**src/sv/fl2_pkg.sv**
```systemverilog
// Shared constants and single-precision arithmetic helpers for the log2 approximation.
`default_nettype none

package fl2_pkg;

	localparam logic [31:0] ONE_BITS  = 32'h3F80_0000;
	localparam logic [31:0] COEF_C0   = 32'h4012_21A2;
	localparam logic [31:0] COEF_C1   = 32'hBF86_49E9;
	localparam logic [31:0] COEF_C2   = 32'h3E51_5A4B;
	localparam logic [7:0]  EXP_BIAS  = 8'd127;
	localparam int          MANT_W    = 23;
	localparam int          SIDE_W    = 96;

	// Multiply of normal or zero operands, round to nearest even.
	function automatic logic [31:0] fp_mul(input logic [31:0] a, input logic [31:0] b);
		logic [23:0]       ma;
		logic [23:0]       mb;
		logic [47:0]       prod;
		logic signed [9:0] ex;
		logic [22:0]       mant;
		logic              g;
		logic              st;
		logic [24:0]       r;
		logic              sgn;
		sgn = a[31] ^ b[31];
		ma = {1'b1, a[22:0]};
		mb = {1'b1, b[22:0]};
		prod = ma * mb;
		ex = $signed({2'b00, a[30:23]}) + $signed({2'b00, b[30:23]}) - 10'sd127;
		if (prod[47]) begin
			mant = prod[46:24];
			g = prod[23];
			st = |prod[22:0];
			ex = ex + 10'sd1;
		end else begin
			mant = prod[45:23];
			g = prod[22];
			st = |prod[21:0];
		end
		r = {2'b01, mant} + {24'd0, g & (st | mant[0])};
		if (r[24]) begin
			ex = ex + 10'sd1;
			mant = '0;
		end else begin
			mant = r[22:0];
		end
		if (a[30:23] == 8'd0 || b[30:23] == 8'd0) begin
			return {sgn, 31'd0};
		end
		return {sgn, ex[7:0], mant};
	endfunction

	// Add of normal or zero operands, round to nearest even.
	function automatic logic [31:0] fp_add(input logic [31:0] a, input logic [31:0] b);
		logic [31:0]       big;
		logic [31:0]       sml;
		logic [7:0]        d;
		logic [4:0]        sh;
		logic [26:0]       mb;
		logic [26:0]       ms;
		logic [53:0]       w;
		logic [26:0]       ms_al;
		logic [27:0]       sum;
		logic [26:0]       n;
		logic [4:0]        p;
		logic [4:0]        lz;
		logic signed [9:0] ex;
		logic [24:0]       r;
		logic [22:0]       frac;
		if (a[30:0] >= b[30:0]) begin
			big = a;
			sml = b;
		end else begin
			big = b;
			sml = a;
		end
		d = big[30:23] - sml[30:23];
		sh = (d > 8'd27) ? 5'd27 : d[4:0];
		mb = {1'b1, big[22:0], 3'b000};
		ms = {1'b1, sml[22:0], 3'b000};
		w = {ms, 27'd0} >> sh;
		ms_al = {w[53:28], w[27] | (|w[26:0])};
		if (big[31] ^ sml[31]) begin
			sum = {1'b0, mb} - {1'b0, ms_al};
		end else begin
			sum = {1'b0, mb} + {1'b0, ms_al};
		end
		ex = $signed({2'b00, big[30:23]});
		p = '0;
		for (int i = 0; i < 27; i++) begin
			if (sum[i]) p = 5'(i);
		end
		if (sum[27]) begin
			n = {sum[27:2], sum[1] | sum[0]};
			ex = ex + 10'sd1;
		end else begin
			lz = 5'd26 - p;
			n = sum[26:0] << lz;
			ex = ex - $signed({5'd0, lz});
		end
		r = {1'b0, n[26:3]} + {24'd0, n[2] & ((|n[1:0]) | n[3])};
		if (r[24]) begin
			ex = ex + 10'sd1;
			frac = '0;
		end else begin
			frac = r[22:0];
		end
		if (sml[30:23] == 8'd0) begin
			return big;
		end
		if (sum == 28'd0) begin
			return 32'd0;
		end
		return {big[31], ex[7:0], frac};
	endfunction

endpackage

`default_nettype wire

```
**src/sv/fl2_mul_stage.sv**
```systemverilog
// One pipeline stage holding a registered single-precision multiply.
`default_nettype none

module fl2_mul_stage import fl2_pkg::*; #(
	parameter int TAG_W = 96
) (
	input  wire logic             clk,
	input  wire logic             arst_n,
	input  wire logic             up_valid,
	output logic                  up_stall,
	input  wire logic [31:0]      a,
	input  wire logic [31:0]      b,
	input  wire logic [TAG_W-1:0] tag,
	output logic                  dn_valid,
	input  wire logic             dn_stall,
	output logic [31:0]           res,
	output logic [TAG_W-1:0]      res_tag
);

	logic             valid_s1;
	logic [31:0]      res_s1;
	logic [TAG_W-1:0] tag_s1;

	assign up_stall = valid_s1 & dn_stall;

	always_ff @(posedge clk or negedge arst_n) begin
		if (!arst_n) begin
			valid_s1 <= 1'b0;
		end else if (!up_stall) begin
			valid_s1 <= up_valid;
		end
	end

	always_ff @(posedge clk) begin
		if (!up_stall && up_valid) begin
			res_s1 <= fp_mul(a, b);
			tag_s1 <= tag;
		end
	end

	assign dn_valid = valid_s1;
	assign res      = res_s1;
	assign res_tag  = tag_s1;

endmodule

`default_nettype wire

```
**config.mk**
```make
export PLATFORM = sky130hd
export DESIGN_NAME = fl2_mul_stage
export DESIGN_NICKNAME = d
export VERILOG_FILES = /design/src/sv/fl2_pkg.sv /design/src/sv/fl2_mul_stage.sv
export SDC_FILE = /design/constraint.sdc
export NUM_CORES = 2
export LEC_CHECK = 0
export ABC_CLOCK_PERIOD_IN_PS = 13900
export BUFFER_PORTS_ARGS = -buffer_cell sky130_fd_sc_hd__buf_2
export CAP_MARGIN = 20
export CELL_PAD_IN_SITES_DETAIL_PLACEMENT = 0
export CELL_PAD_IN_SITES_GLOBAL_PLACEMENT = 1
export CORE_MARGIN = 1
export CORE_UTILIZATION = 35
export CTS_BUF_LIST = sky130_fd_sc_hd__clkbuf_8
export DETAILED_ROUTE_END_ITERATION = 10
export PLACE_DENSITY_LB_ADDON = 0.1
export SETUP_SLACK_MARGIN = 0.05
export SYNTH_ARGS = -nofsm -noshare
export SYNTH_HDL_FRONTEND = slang
export SYNTH_SLANG_ARGS = --single-unit
```
**constraint.sdc**
```tcl
create_clock -name clk -period 13.9 [get_ports clk]
set_clock_uncertainty 0.05 [all_clocks]
set_input_delay 2.085 -clock clk [delete_from_list [all_inputs] [get_ports clk]]
set_output_delay 2.085 -clock clk [all_outputs]
set_load 0.05 [all_outputs]
```
==> flow_summary.ini <==
[clock_tree]
cts_hold_buf = 0
cts_resized = 0
clock_sinks = 129
path_clk_slew_ns = 0.07
cts_buffers = 17
h-tree-depth = 4
insertion_delay_ns = 0.43
cts_root_buffer = clkbuf_8
cts_setup_buffers = 0
clk_path_buf_depth = 2
cts_tree = yes

[timing]
slew_violations = 0
worst_slew_pin_slew_ns = 1.001
hold_violations = 0
finalSetupViolations = 0
final.setup.tns_ns = 0
post-route-min-period_ns = 11.87
slew_headroom_pct = 33.29
holdWs_ns = 0.6778
rsz0062_at_grt = false
max_freq_ghz = 0.08421
min_period_over_period_pct = 85.43

[synth]
ys.flop_type = edfxtp_1
postSynthCellCount = 2696
ys_ff_latch = 129
async_flop_share_pct = 0.7752
synth-edff-count = 128
yosys_warnings = 0
avgSynthCellArea_um2 = 9.394
syn-cell-area_um2 = 25330
synth_fp_nets = 3532
synth_seq_area_share_pct = 15.28
synth.distinct_cells = 84

[setup_path]
r2r-end = res_tag[7]
crit_buf_inv = 9
max_stage_delay_ns = 0.63
critPathMaxFanout = 20
worstPathArrival_ns = 11.98
critical_path_required_ns = 14.00
start_kind = input pin
r2r_slack_ns = 11.32
crit_family = adder cells
r2r-start = dn_valid
path_class = input pin to flip-flop
worst_path_max_delay_cell = nand2_1
r2r_cells = 4
cp-end-kind = flip-flop
path_common_cell = inv_1

[floorplan]
die_h_um = 271.0
io_pins = 294
die_w_um = 271.0
placementRows = 98
dieArea_um2 = 73440
start_util_pct = 35.43
core_um2 = 71490

[final_layout]
fill_cells = 7317
utilization_pct = 39.05
final_layout_size_suffix_gt1_share_pct = 12.10
area_growth_pct = 10.23
final_nets = 3725

[drt]
drt_iter0_markers = 973
wl_um = 81940
vias_per_cell = 5.010
met1_length_um = 35700
postRouteAntennaNets = 0
drc = 0
wl_met2_um = 40850
met3WireLength_um = 3777
routed.top_layer = met4
wl_per_cell_um = 21.25
first_pass_iters = 5
num_vias = 19310

[worst_hold_path]
min_to = dn_valid
min_path_cells = 2
min_path_type = flip-flop to flip-flop
worstHoldStart = dn_valid

[grt]
grt_pass1_wl_um = 127700
overflow = 0
track_usage_pct = 22.86
antenna_found_initial = 2
grt_start_max_net_pins = 80
grt_pass1_vias = 21250

[run_status]
outcome = finished clean

[place]
port_buffers = 293
place.gp.congestion = 0.8895
hpwlAfterDp_um = 66300

[run]
timing.max_cap.violations = 0
==> metrics by stage <==
stage / setup WS (ns) / instances / instance area, µm²
floorplan: 2.427 / 2696 / 25330
global placement: 1.695 / 3820 / 27510
detailed placement: 1.574 / 3820 / 27510
CTS: 2.040 / 3852 / 27910
global route: 1.518 / 3852 / 27910
finish: 2.025 / 3855 / 27920
==> synthesized netlist by cell type (all sizes together), types with 11 or more instances <==
library cell	number	area (µm²)
nor2	95	356.6
a211oi	24	197.7
fa	483	9669
and2	254	1589
a21oi	70	350.3
xnor2	43	376.6
inv	596	2237
nand2	346	1301
nand2b	11	68.82
a21o	16	120.1
o21ai	46	234.0
xor2	22	192.7
clkbuf	109	410.4
nor4	12	90.09
nor3	22	110.1
ha	189	2365
edfxtp	128	3844
o211ai	13	116.4
and3	12	75.07
nand4	21	137.6
buf	15	108.9
nand3	21	105.1
==> area by class of cell <==
class / count / area (µm²) / share of cell area (%)
repair buffers: 298 / 1504 / 5.387
diodes: 3 / 7.507 / 0.02689
well taps: 950 / 1189 / 4.258
clock inverters: 15 / 167.7 / 0.6006
inverters: 597 / 2241 / 8.027
flip-flops and latches: 129 / 3869 / 13.86
clock buffers: 17 / 234.0 / 0.8382
multi-input cells: 1846 / 18700 / 67.00
==> worst register-to-register path, cell delays in order (launching register included) <==
cell and delay (ns):
dfrtp_1 0.38, and2_1 0.21, nor2b_4 0.11, buf_4 0.52
buf_4 0.86
==> how the worst max path moves through the flow <==
stage                      from       to  slack, ns  cells after the start
after floorplan            a[7]  res[15]       2.43                     37
after detailed placement  b[12]   res[7]       1.57                     33
final                     b[12]  res[19]       2.03                     33
after global routing      b[12]   res[7]       1.52                     33
after CTS                 b[12]  res[19]       2.04                     33
after global placement    b[12]   res[7]       1.69                     32
==> state kept, by name, indices dropped and copies added (netlist names) <==
| register | cells |
|---|---|
| dn_valid | 1 |
| res | 32 |
| res_tag | 96 |
==> metal layers <==
metal  up-vias  GRT usage (%)
met1     10040          30.31
li1       8703              -
met4         0          4.460
met2       486          40.03
met5         -              0
met3        86          2.707
==> logic make-up after synthesis <==
| logic type | synth area share (%) |
|---|---|
| compound gates | 6.927 |
| simple gates | 16.60 |
| buf+inv | 10.90 |
| xor+xnor | 2.248 |
| fa+ha+maj | 47.52 |
| flops | 15.28 |
| mux | 0.5336 |
==> cells in the final DEF (no fill, tap or decap), drive strengths merged, types with 6 or more instances in the layout <==
cell type  Yosys  final
or3            9      9
xor2          22     22
ha           189    189
a21o          16     16
edfxtp       128    128
a211oi        24     24
inv          596    601
nand2        346    346
o21bai         7      7
xnor2         43     43
buf           15    298
and3          12     12
or4            6      6
o211a          6      6
mux2i          9      9
nor4          12     12
a41oi          6      6
o21a           7      7
nand2b        11     11
o21ai         46     46
fa           483    483
nor3          22     22
and4           7      7
a21oi         70     70
o211ai        13     13
clkinv         1      6
a211o          6      6
nand4         21     21
a2111oi        6      6
clkbuf       109     17
nor2          95     95
and2         254    254
a31oi          8      8
nand3         21     21
Power is not shown: default switching activity piles up to over one toggle a cycle in this logic, so the estimate is an artifact.
