$ cat config.mk
export PLATFORM = sky130hd
export DESIGN_NAME = fl2_add_stage
export DESIGN_NICKNAME = d
export VERILOG_FILES = /design/src/sv/fl2_pkg.sv /design/src/sv/fl2_add_stage.sv
export SDC_FILE = /design/constraint.sdc
export NUM_CORES = 1
export LEC_CHECK = 0
export ABC_AREA = 1
export BUFFER_PORTS_ARGS = -buffer_cell sky130_fd_sc_hd__clkbuf_2
export CAP_MARGIN = 20
export CELL_PAD_IN_SITES_DETAIL_PLACEMENT = 0
export CELL_PAD_IN_SITES_GLOBAL_PLACEMENT = 1
export CORE_UTILIZATION = 30
export CTS_BUF_LIST = sky130_fd_sc_hd__clkbuf_8
export CTS_CLUSTER_DIAMETER = 30
export CTS_CLUSTER_SIZE = 24
export DETAILED_ROUTE_END_ITERATION = 6
export MAX_ROUTING_LAYER = met4
export PLACE_DENSITY_LB_ADDON = 0.1
export SLEW_MARGIN = 20
export SYNTH_ARGS = -nofsm -noshare
export SYNTH_HDL_FRONTEND = slang
export SYNTH_SLANG_ARGS = --single-unit
$ cat constraint.sdc
create_clock -name clk -period 18.17 [get_ports clk]
set_input_delay 3.634 -clock clk [delete_from_list [all_inputs] [get_ports clk]]
set_output_delay 3.634 -clock clk [all_outputs]
set_load 0.05 [all_outputs]
$ cat src/sv/fl2_pkg.sv
// Shared constants and single-precision arithmetic helpers for the log2 approximation.
`default_nettype none

package fl2_pkg;

	localparam logic [31:0] ONE_BITS  = 32'h3F80_0000;
	localparam logic [31:0] COEF_C0   = 32'h4012_21A2;
	localparam logic [31:0] COEF_C1   = 32'hBF86_49E9;
	localparam logic [31:0] COEF_C2   = 32'h3E51_5A4B;
	localparam logic [7:0]  EXP_BIAS  = 8'd127;
	localparam int          MANT_W    = 23;
	localparam int          SIDE_W    = 96;

	// Multiply of normal or zero operands, round to nearest even.
	function automatic logic [31:0] fp_mul(input logic [31:0] a, input logic [31:0] b);
		logic [23:0]       ma;
		logic [23:0]       mb;
		logic [47:0]       prod;
		logic signed [9:0] ex;
		logic [22:0]       mant;
		logic              g;
		logic              st;
		logic [24:0]       r;
		logic              sgn;
		sgn = a[31] ^ b[31];
		ma = {1'b1, a[22:0]};
		mb = {1'b1, b[22:0]};
		prod = ma * mb;
		ex = $signed({2'b00, a[30:23]}) + $signed({2'b00, b[30:23]}) - 10'sd127;
		if (prod[47]) begin
			mant = prod[46:24];
			g = prod[23];
			st = |prod[22:0];
			ex = ex + 10'sd1;
		end else begin
			mant = prod[45:23];
			g = prod[22];
			st = |prod[21:0];
		end
		r = {2'b01, mant} + {24'd0, g & (st | mant[0])};
		if (r[24]) begin
			ex = ex + 10'sd1;
			mant = '0;
		end else begin
			mant = r[22:0];
		end
		if (a[30:23] == 8'd0 || b[30:23] == 8'd0) begin
			return {sgn, 31'd0};
		end
		return {sgn, ex[7:0], mant};
	endfunction

	// Add of normal or zero operands, round to nearest even.
	function automatic logic [31:0] fp_add(input logic [31:0] a, input logic [31:0] b);
		logic [31:0]       big;
		logic [31:0]       sml;
		logic [7:0]        d;
		logic [4:0]        sh;
		logic [26:0]       mb;
		logic [26:0]       ms;
		logic [53:0]       w;
		logic [26:0]       ms_al;
		logic [27:0]       sum;
		logic [26:0]       n;
		logic [4:0]        p;
		logic [4:0]        lz;
		logic signed [9:0] ex;
		logic [24:0]       r;
		logic [22:0]       frac;
		if (a[30:0] >= b[30:0]) begin
			big = a;
			sml = b;
		end else begin
			big = b;
			sml = a;
		end
		d = big[30:23] - sml[30:23];
		sh = (d > 8'd27) ? 5'd27 : d[4:0];
		mb = {1'b1, big[22:0], 3'b000};
		ms = {1'b1, sml[22:0], 3'b000};
		w = {ms, 27'd0} >> sh;
		ms_al = {w[53:28], w[27] | (|w[26:0])};
		if (big[31] ^ sml[31]) begin
			sum = {1'b0, mb} - {1'b0, ms_al};
		end else begin
			sum = {1'b0, mb} + {1'b0, ms_al};
		end
		ex = $signed({2'b00, big[30:23]});
		p = '0;
		for (int i = 0; i < 27; i++) begin
			if (sum[i]) p = 5'(i);
		end
		if (sum[27]) begin
			n = {sum[27:2], sum[1] | sum[0]};
			ex = ex + 10'sd1;
		end else begin
			lz = 5'd26 - p;
			n = sum[26:0] << lz;
			ex = ex - $signed({5'd0, lz});
		end
		r = {1'b0, n[26:3]} + {24'd0, n[2] & ((|n[1:0]) | n[3])};
		if (r[24]) begin
			ex = ex + 10'sd1;
			frac = '0;
		end else begin
			frac = r[22:0];
		end
		if (sml[30:23] == 8'd0) begin
			return big;
		end
		if (sum == 28'd0) begin
			return 32'd0;
		end
		return {big[31], ex[7:0], frac};
	endfunction

endpackage

`default_nettype wire

$ cat src/sv/fl2_add_stage.sv
// One pipeline stage holding a registered single-precision add.
`default_nettype none

module fl2_add_stage import fl2_pkg::*; #(
	parameter int TAG_W = 96
) (
	input  wire logic             clk,
	input  wire logic             arst_n,
	input  wire logic             up_valid,
	output logic                  up_stall,
	input  wire logic [31:0]      a,
	input  wire logic [31:0]      b,
	input  wire logic [TAG_W-1:0] tag,
	output logic                  dn_valid,
	input  wire logic             dn_stall,
	output logic [31:0]           res,
	output logic [TAG_W-1:0]      res_tag
);

	logic             valid_s1;
	logic [31:0]      res_s1;
	logic [TAG_W-1:0] tag_s1;

	assign up_stall = valid_s1 & dn_stall;

	always_ff @(posedge clk or negedge arst_n) begin
		if (!arst_n) begin
			valid_s1 <= 1'b0;
		end else if (!up_stall) begin
			valid_s1 <= up_valid;
		end
	end

	always_ff @(posedge clk) begin
		if (!up_stall && up_valid) begin
			res_s1 <= fp_add(a, b);
			tag_s1 <= tag;
		end
	end

	assign dn_valid = valid_s1;
	assign res      = res_s1;
	assign res_tag  = tag_s1;

endmodule

`default_nettype wire

==> impl_summary.log <==
INFO  metric via_count_of_the_first_global_routing_pass = 14500
INFO  metric cts.htree.levels = 4
INFO  metric run_status = complete, no violations
INFO  metric synth_compound_area_share = between 10% and 20%
INFO  metric post_synth_inst_count = around 2100
INFO  metric overflow = 0
INFO  metric worstSetupStartpoint = b[23]
INFO  metric max-slew-margin-rel = approximately 30%
INFO  metric routed_wire_per_std_cell = 19.7 um
INFO  metric design.die.area = between 40000 and 50000 sq um
INFO  metric start_kind = input port
INFO  metric vias = roughly 15000
INFO  metric core.rowCount = 78
INFO  metric drive_above_1_share = approximately a fifth
INFO  metric final_period_minus_worst_setup_slack = around 16 ns
INFO  metric cp_common_cell = nand2_1
INFO  metric cts.hold.buffers_added = 0
INFO  metric clkTransAtPathRegs = approximately 0.080 ns
INFO  metric most_used_cells_in_the_layout_excluding_fill_and_tap_cells = 632 x nand2_1, 345 x nand3_1, 293 x clkbuf_2
INFO  metric place.port_buffers = slightly below 300
INFO  metric vias_per_cell = 5.11
INFO  metric cts-root-buf = clkbuf_8
INFO  metric globalplace.congestion = just under 1
INFO  metric ys_seq_elements = 129
INFO  metric worst_hold_path.num_cells = 2
INFO  metric die_h = 218 um
INFO  metric synth_top_flop_cell = edfxtp_1
INFO  metric die_w = 218 um
INFO  metric power_per_cell_area = about 140 nW/um^2
INFO  metric multiplexer_fraction_of_the_synthesized_cell_area = 0%
INFO  metric floorplan.initialDensity = 30.6%
INFO  metric post-synth-top-area-cell = edfxtp_1
INFO  metric edff_count_synth = 128
INFO  metric multi_input_comb_area = 8760 sq um
INFO  metric drt-initial-drc-count = 1285
INFO  metric placeable_area = approximately 46000 sq um
INFO  metric p_int = 928 uW
INFO  metric cp.required = around 18 ns
INFO  metric worst_slew_pin_slew = roughly 1.0 ns
INFO  metric synth-warning-count = 0
INFO  metric number_of_hold_violations_in_the_final_report = 0
INFO  metric seqCellArea = slightly below 4000 sq um
INFO  metric grt.busiest_layer = met2
INFO  metric switching_power = approximately 1300 uW
INFO  metric core_occupancy_in_the_finished_layout = between 30% and 40%
INFO  metric crit_path_end_kind = flop
INFO  metric path_max_fanout = 33
INFO  metric report.power.total = 2220 uW
INFO  metric setup_viol_count_final = 0
INFO  metric swShare = 58.1%
INFO  metric detailedRoute.firstPassIterationCount = 7
INFO  metric p_seq_share = 18.5%
INFO  metric worstHoldPathType = reg -> reg
INFO  metric grt_first_pass_wirelength = 88.1 mm
INFO  metric portion_of_total_power_attributed_to_the_clock_network = a little over a tenth
INFO  metric layout.filler_cells = between 5000 and 6000
INFO  metric area_growth_syn_to_layout = 16.7%
INFO  metric yosysTopAreaCellShare = roughly 28%
INFO  metric residual_drc_count = 0
INFO  metric cts_made_buffers = 17
INFO  metric critical_path.max_stage_delay = between 1 and 1.5 ns
INFO  metric asyncSetResetFlopFracSynth = 0.775%
INFO  metric numClockSinks = 129
INFO  metric netlist_top_cells_area = edfxtp_1 28%, nand2_1 17%, nand3_1 12%, ha_1 8.1%, inv_1 5.7%
INFO  metric post_cts_resized = 0
INFO  metric nNetsFinal = 2600
INFO  metric worstHoldStart = dn_valid
INFO  metric final_routed_wirelength = a little under 60 mm
INFO  metric max_freq = between 60 and 70 MHz
INFO  metric crit_slowest_cell = ha_1
INFO  metric worst_clock_skew = approximately 0.024 ns
INFO  metric number_of_buffers_on_the_longest_clock_path = 2
INFO  metric postCtsSetupBuffers = 0
INFO  metric area_fraction_in_and_or_nand_and_nor_cells_after_synthesis = between 40 and 50%
INFO  metric grt_max_degree = 93
INFO  metric rr_worst_depth = 5
INFO  metric global_route.usage.met3 = roughly 2.6%
INFO  metric standby_leakage_power = a little over 0.008 uW
INFO  metric met2_track_demand_over_resource_in_global_routing = 44.8%
INFO  metric max-cap-violations = 0
INFO  metric rsz0062_at_grt = no
INFO  metric timing.final.crit_share = between 80 and 90%
INFO  metric clkLatencyLatePin = between 0.4 and 0.5 ns
INFO  metric antenna_found_initial = 2
INFO  metric netlist_area = roughly 14000 sq um
INFO  metric synthesis.area_per_instance = between 6 and 7 sq um
INFO  metric comb_power_share = a little over 70%
INFO  metric syn_nets = 2345
INFO  metric synthAdderAreaFrac = roughly 8.3%
INFO  metric timing.setup.tns = 0 ns
INFO  metric antenna_violating_nets_post_route = 0
INFO  metric tritoncts = yes
INFO  metric grtUsageTotal = 25.2%
INFO  metric worst_ir_drop_vdd = around 0.00009 V
INFO  metric use_met1 = between 20% and 30%
INFO  metric mostFrequentLayoutCell = nand2_1
INFO  metric ioPinCount = a little under 300
INFO  metric portion_of_the_post_synthesis_area_used_by_sequential_elements = 27.7%
INFO  metric post_synth_num_cell_types = 61
INFO  metric largest_family_of_logic_cells_by_synthesized_area = simple AND/OR/NAND/NOR gates
INFO  metric setup.worst_path.class = in -> reg
INFO  metric dpl.hpwl = between 40 and 50 mm
INFO  metric worst-endpoint-arrival = 16.10 ns
INFO  metric report.final.slew_viol_count = 0
INFO  metric synthXorXnorAreaFrac = 2.89%
INFO  metric startpoint_of_the_most_critical_register_to_register_path = dn_valid
## cell type report
class	count	area share, %
multi-input cells	1644	53.8
flip-flops and latches	129	23.7
repair buffers	317	10.1
inverters	235	5.46
well taps	600	4.61
clock buffers	17	1.44
clock inverters	15	0.852
diodes	2	0.0307
## per-stage QoR
step,hold slack (ns),setup WS (ns),cell area (sq um),std cells
2_1_floorplan,0.780,5.20,14000,2089
3_3_place_gp,0.497,2.25,15900,2925
3_5_place_dp,0.514,2.05,15900,2925
4_1_cts,0.532,2.52,16300,2957
5_1_grt,0.574,0.982,16300,2958
6_report,0.525,2.38,16300,2959
## sequential cells by signal, summed over array words and instances (netlist names)
signal / cells
res: 32
dn_valid: 1
res_tag: 96
## critical path: cells and delay by family
family	cells	cell delay (ns)
adders and majority gates	5	2.50
AOI/OAI and AO/OA	18	3.11
and+or+nand+nor	38	5.12
buffers and inverters	11	1.13
xor gates and xnor gates	3	0.52
## per-layer routing
layer	part of all wire, %	vias up
met4	2.7	0
met3	5.1	76
li1	-	7484
met2	50	506
met1	42	7046
met5	0	-
## kinds of logic (layout without fill, tap and decap cells)
family                   after synthesis  after routing
AND/OR/NAND/NOR                     1265           1265
flip-flops                           129            129
AO/OA/AOI/OAI                        246            246
buffers and inverters                316            584
adder cells (fa/ha/maj)               92             92
other                                  0              2
XOR/XNOR                              41             41
## power by group through the flow
stage	registers [uW]	logic, uW	clock network, uW
floorplan	564	995	0
global placement	418	1570	0
detailed placement	420	1570	0
CTS	413	1570	239
global route	416	1740	249
finish	411	1570	231
## cells in the mapped netlist, types with 5 or more instances
master,number
ha_1,90
o21ai_1,33
nand2_2,28
nor2_1,137
buf_4,13
xnor2_1,10
edfxtp_1,128
a21oi_2,7
buf_2,21
o21ai_0,72
nand4_1,55
o31ai_1,5
o21ai_2,7
nand2_1,632
inv_1,211
a21o_1,8
nand3_2,5
nor2_2,9
o21bai_1,8
inv_2,21
clkbuf_1,30
o211ai_1,6
a21oi_1,76
nand2_4,6
buf_1,7
buf_6,10
nand3_1,345
nor3_1,14
nand3b_1,7
xor2_2,6
xor2_1,25
## final timing paths
check	endpoint	slack, ns
setup / recovery	res[30]	2.38
hold / removal	dn_valid	0.53
setup reg to reg	res_tag[94]	15.69
hold reg to reg	dn_valid	0.53
max in group asynchronous	dn_valid	15.11
min in group asynchronous	dn_valid	2.96
Note: power is estimated with default switching activity, not from simulation.
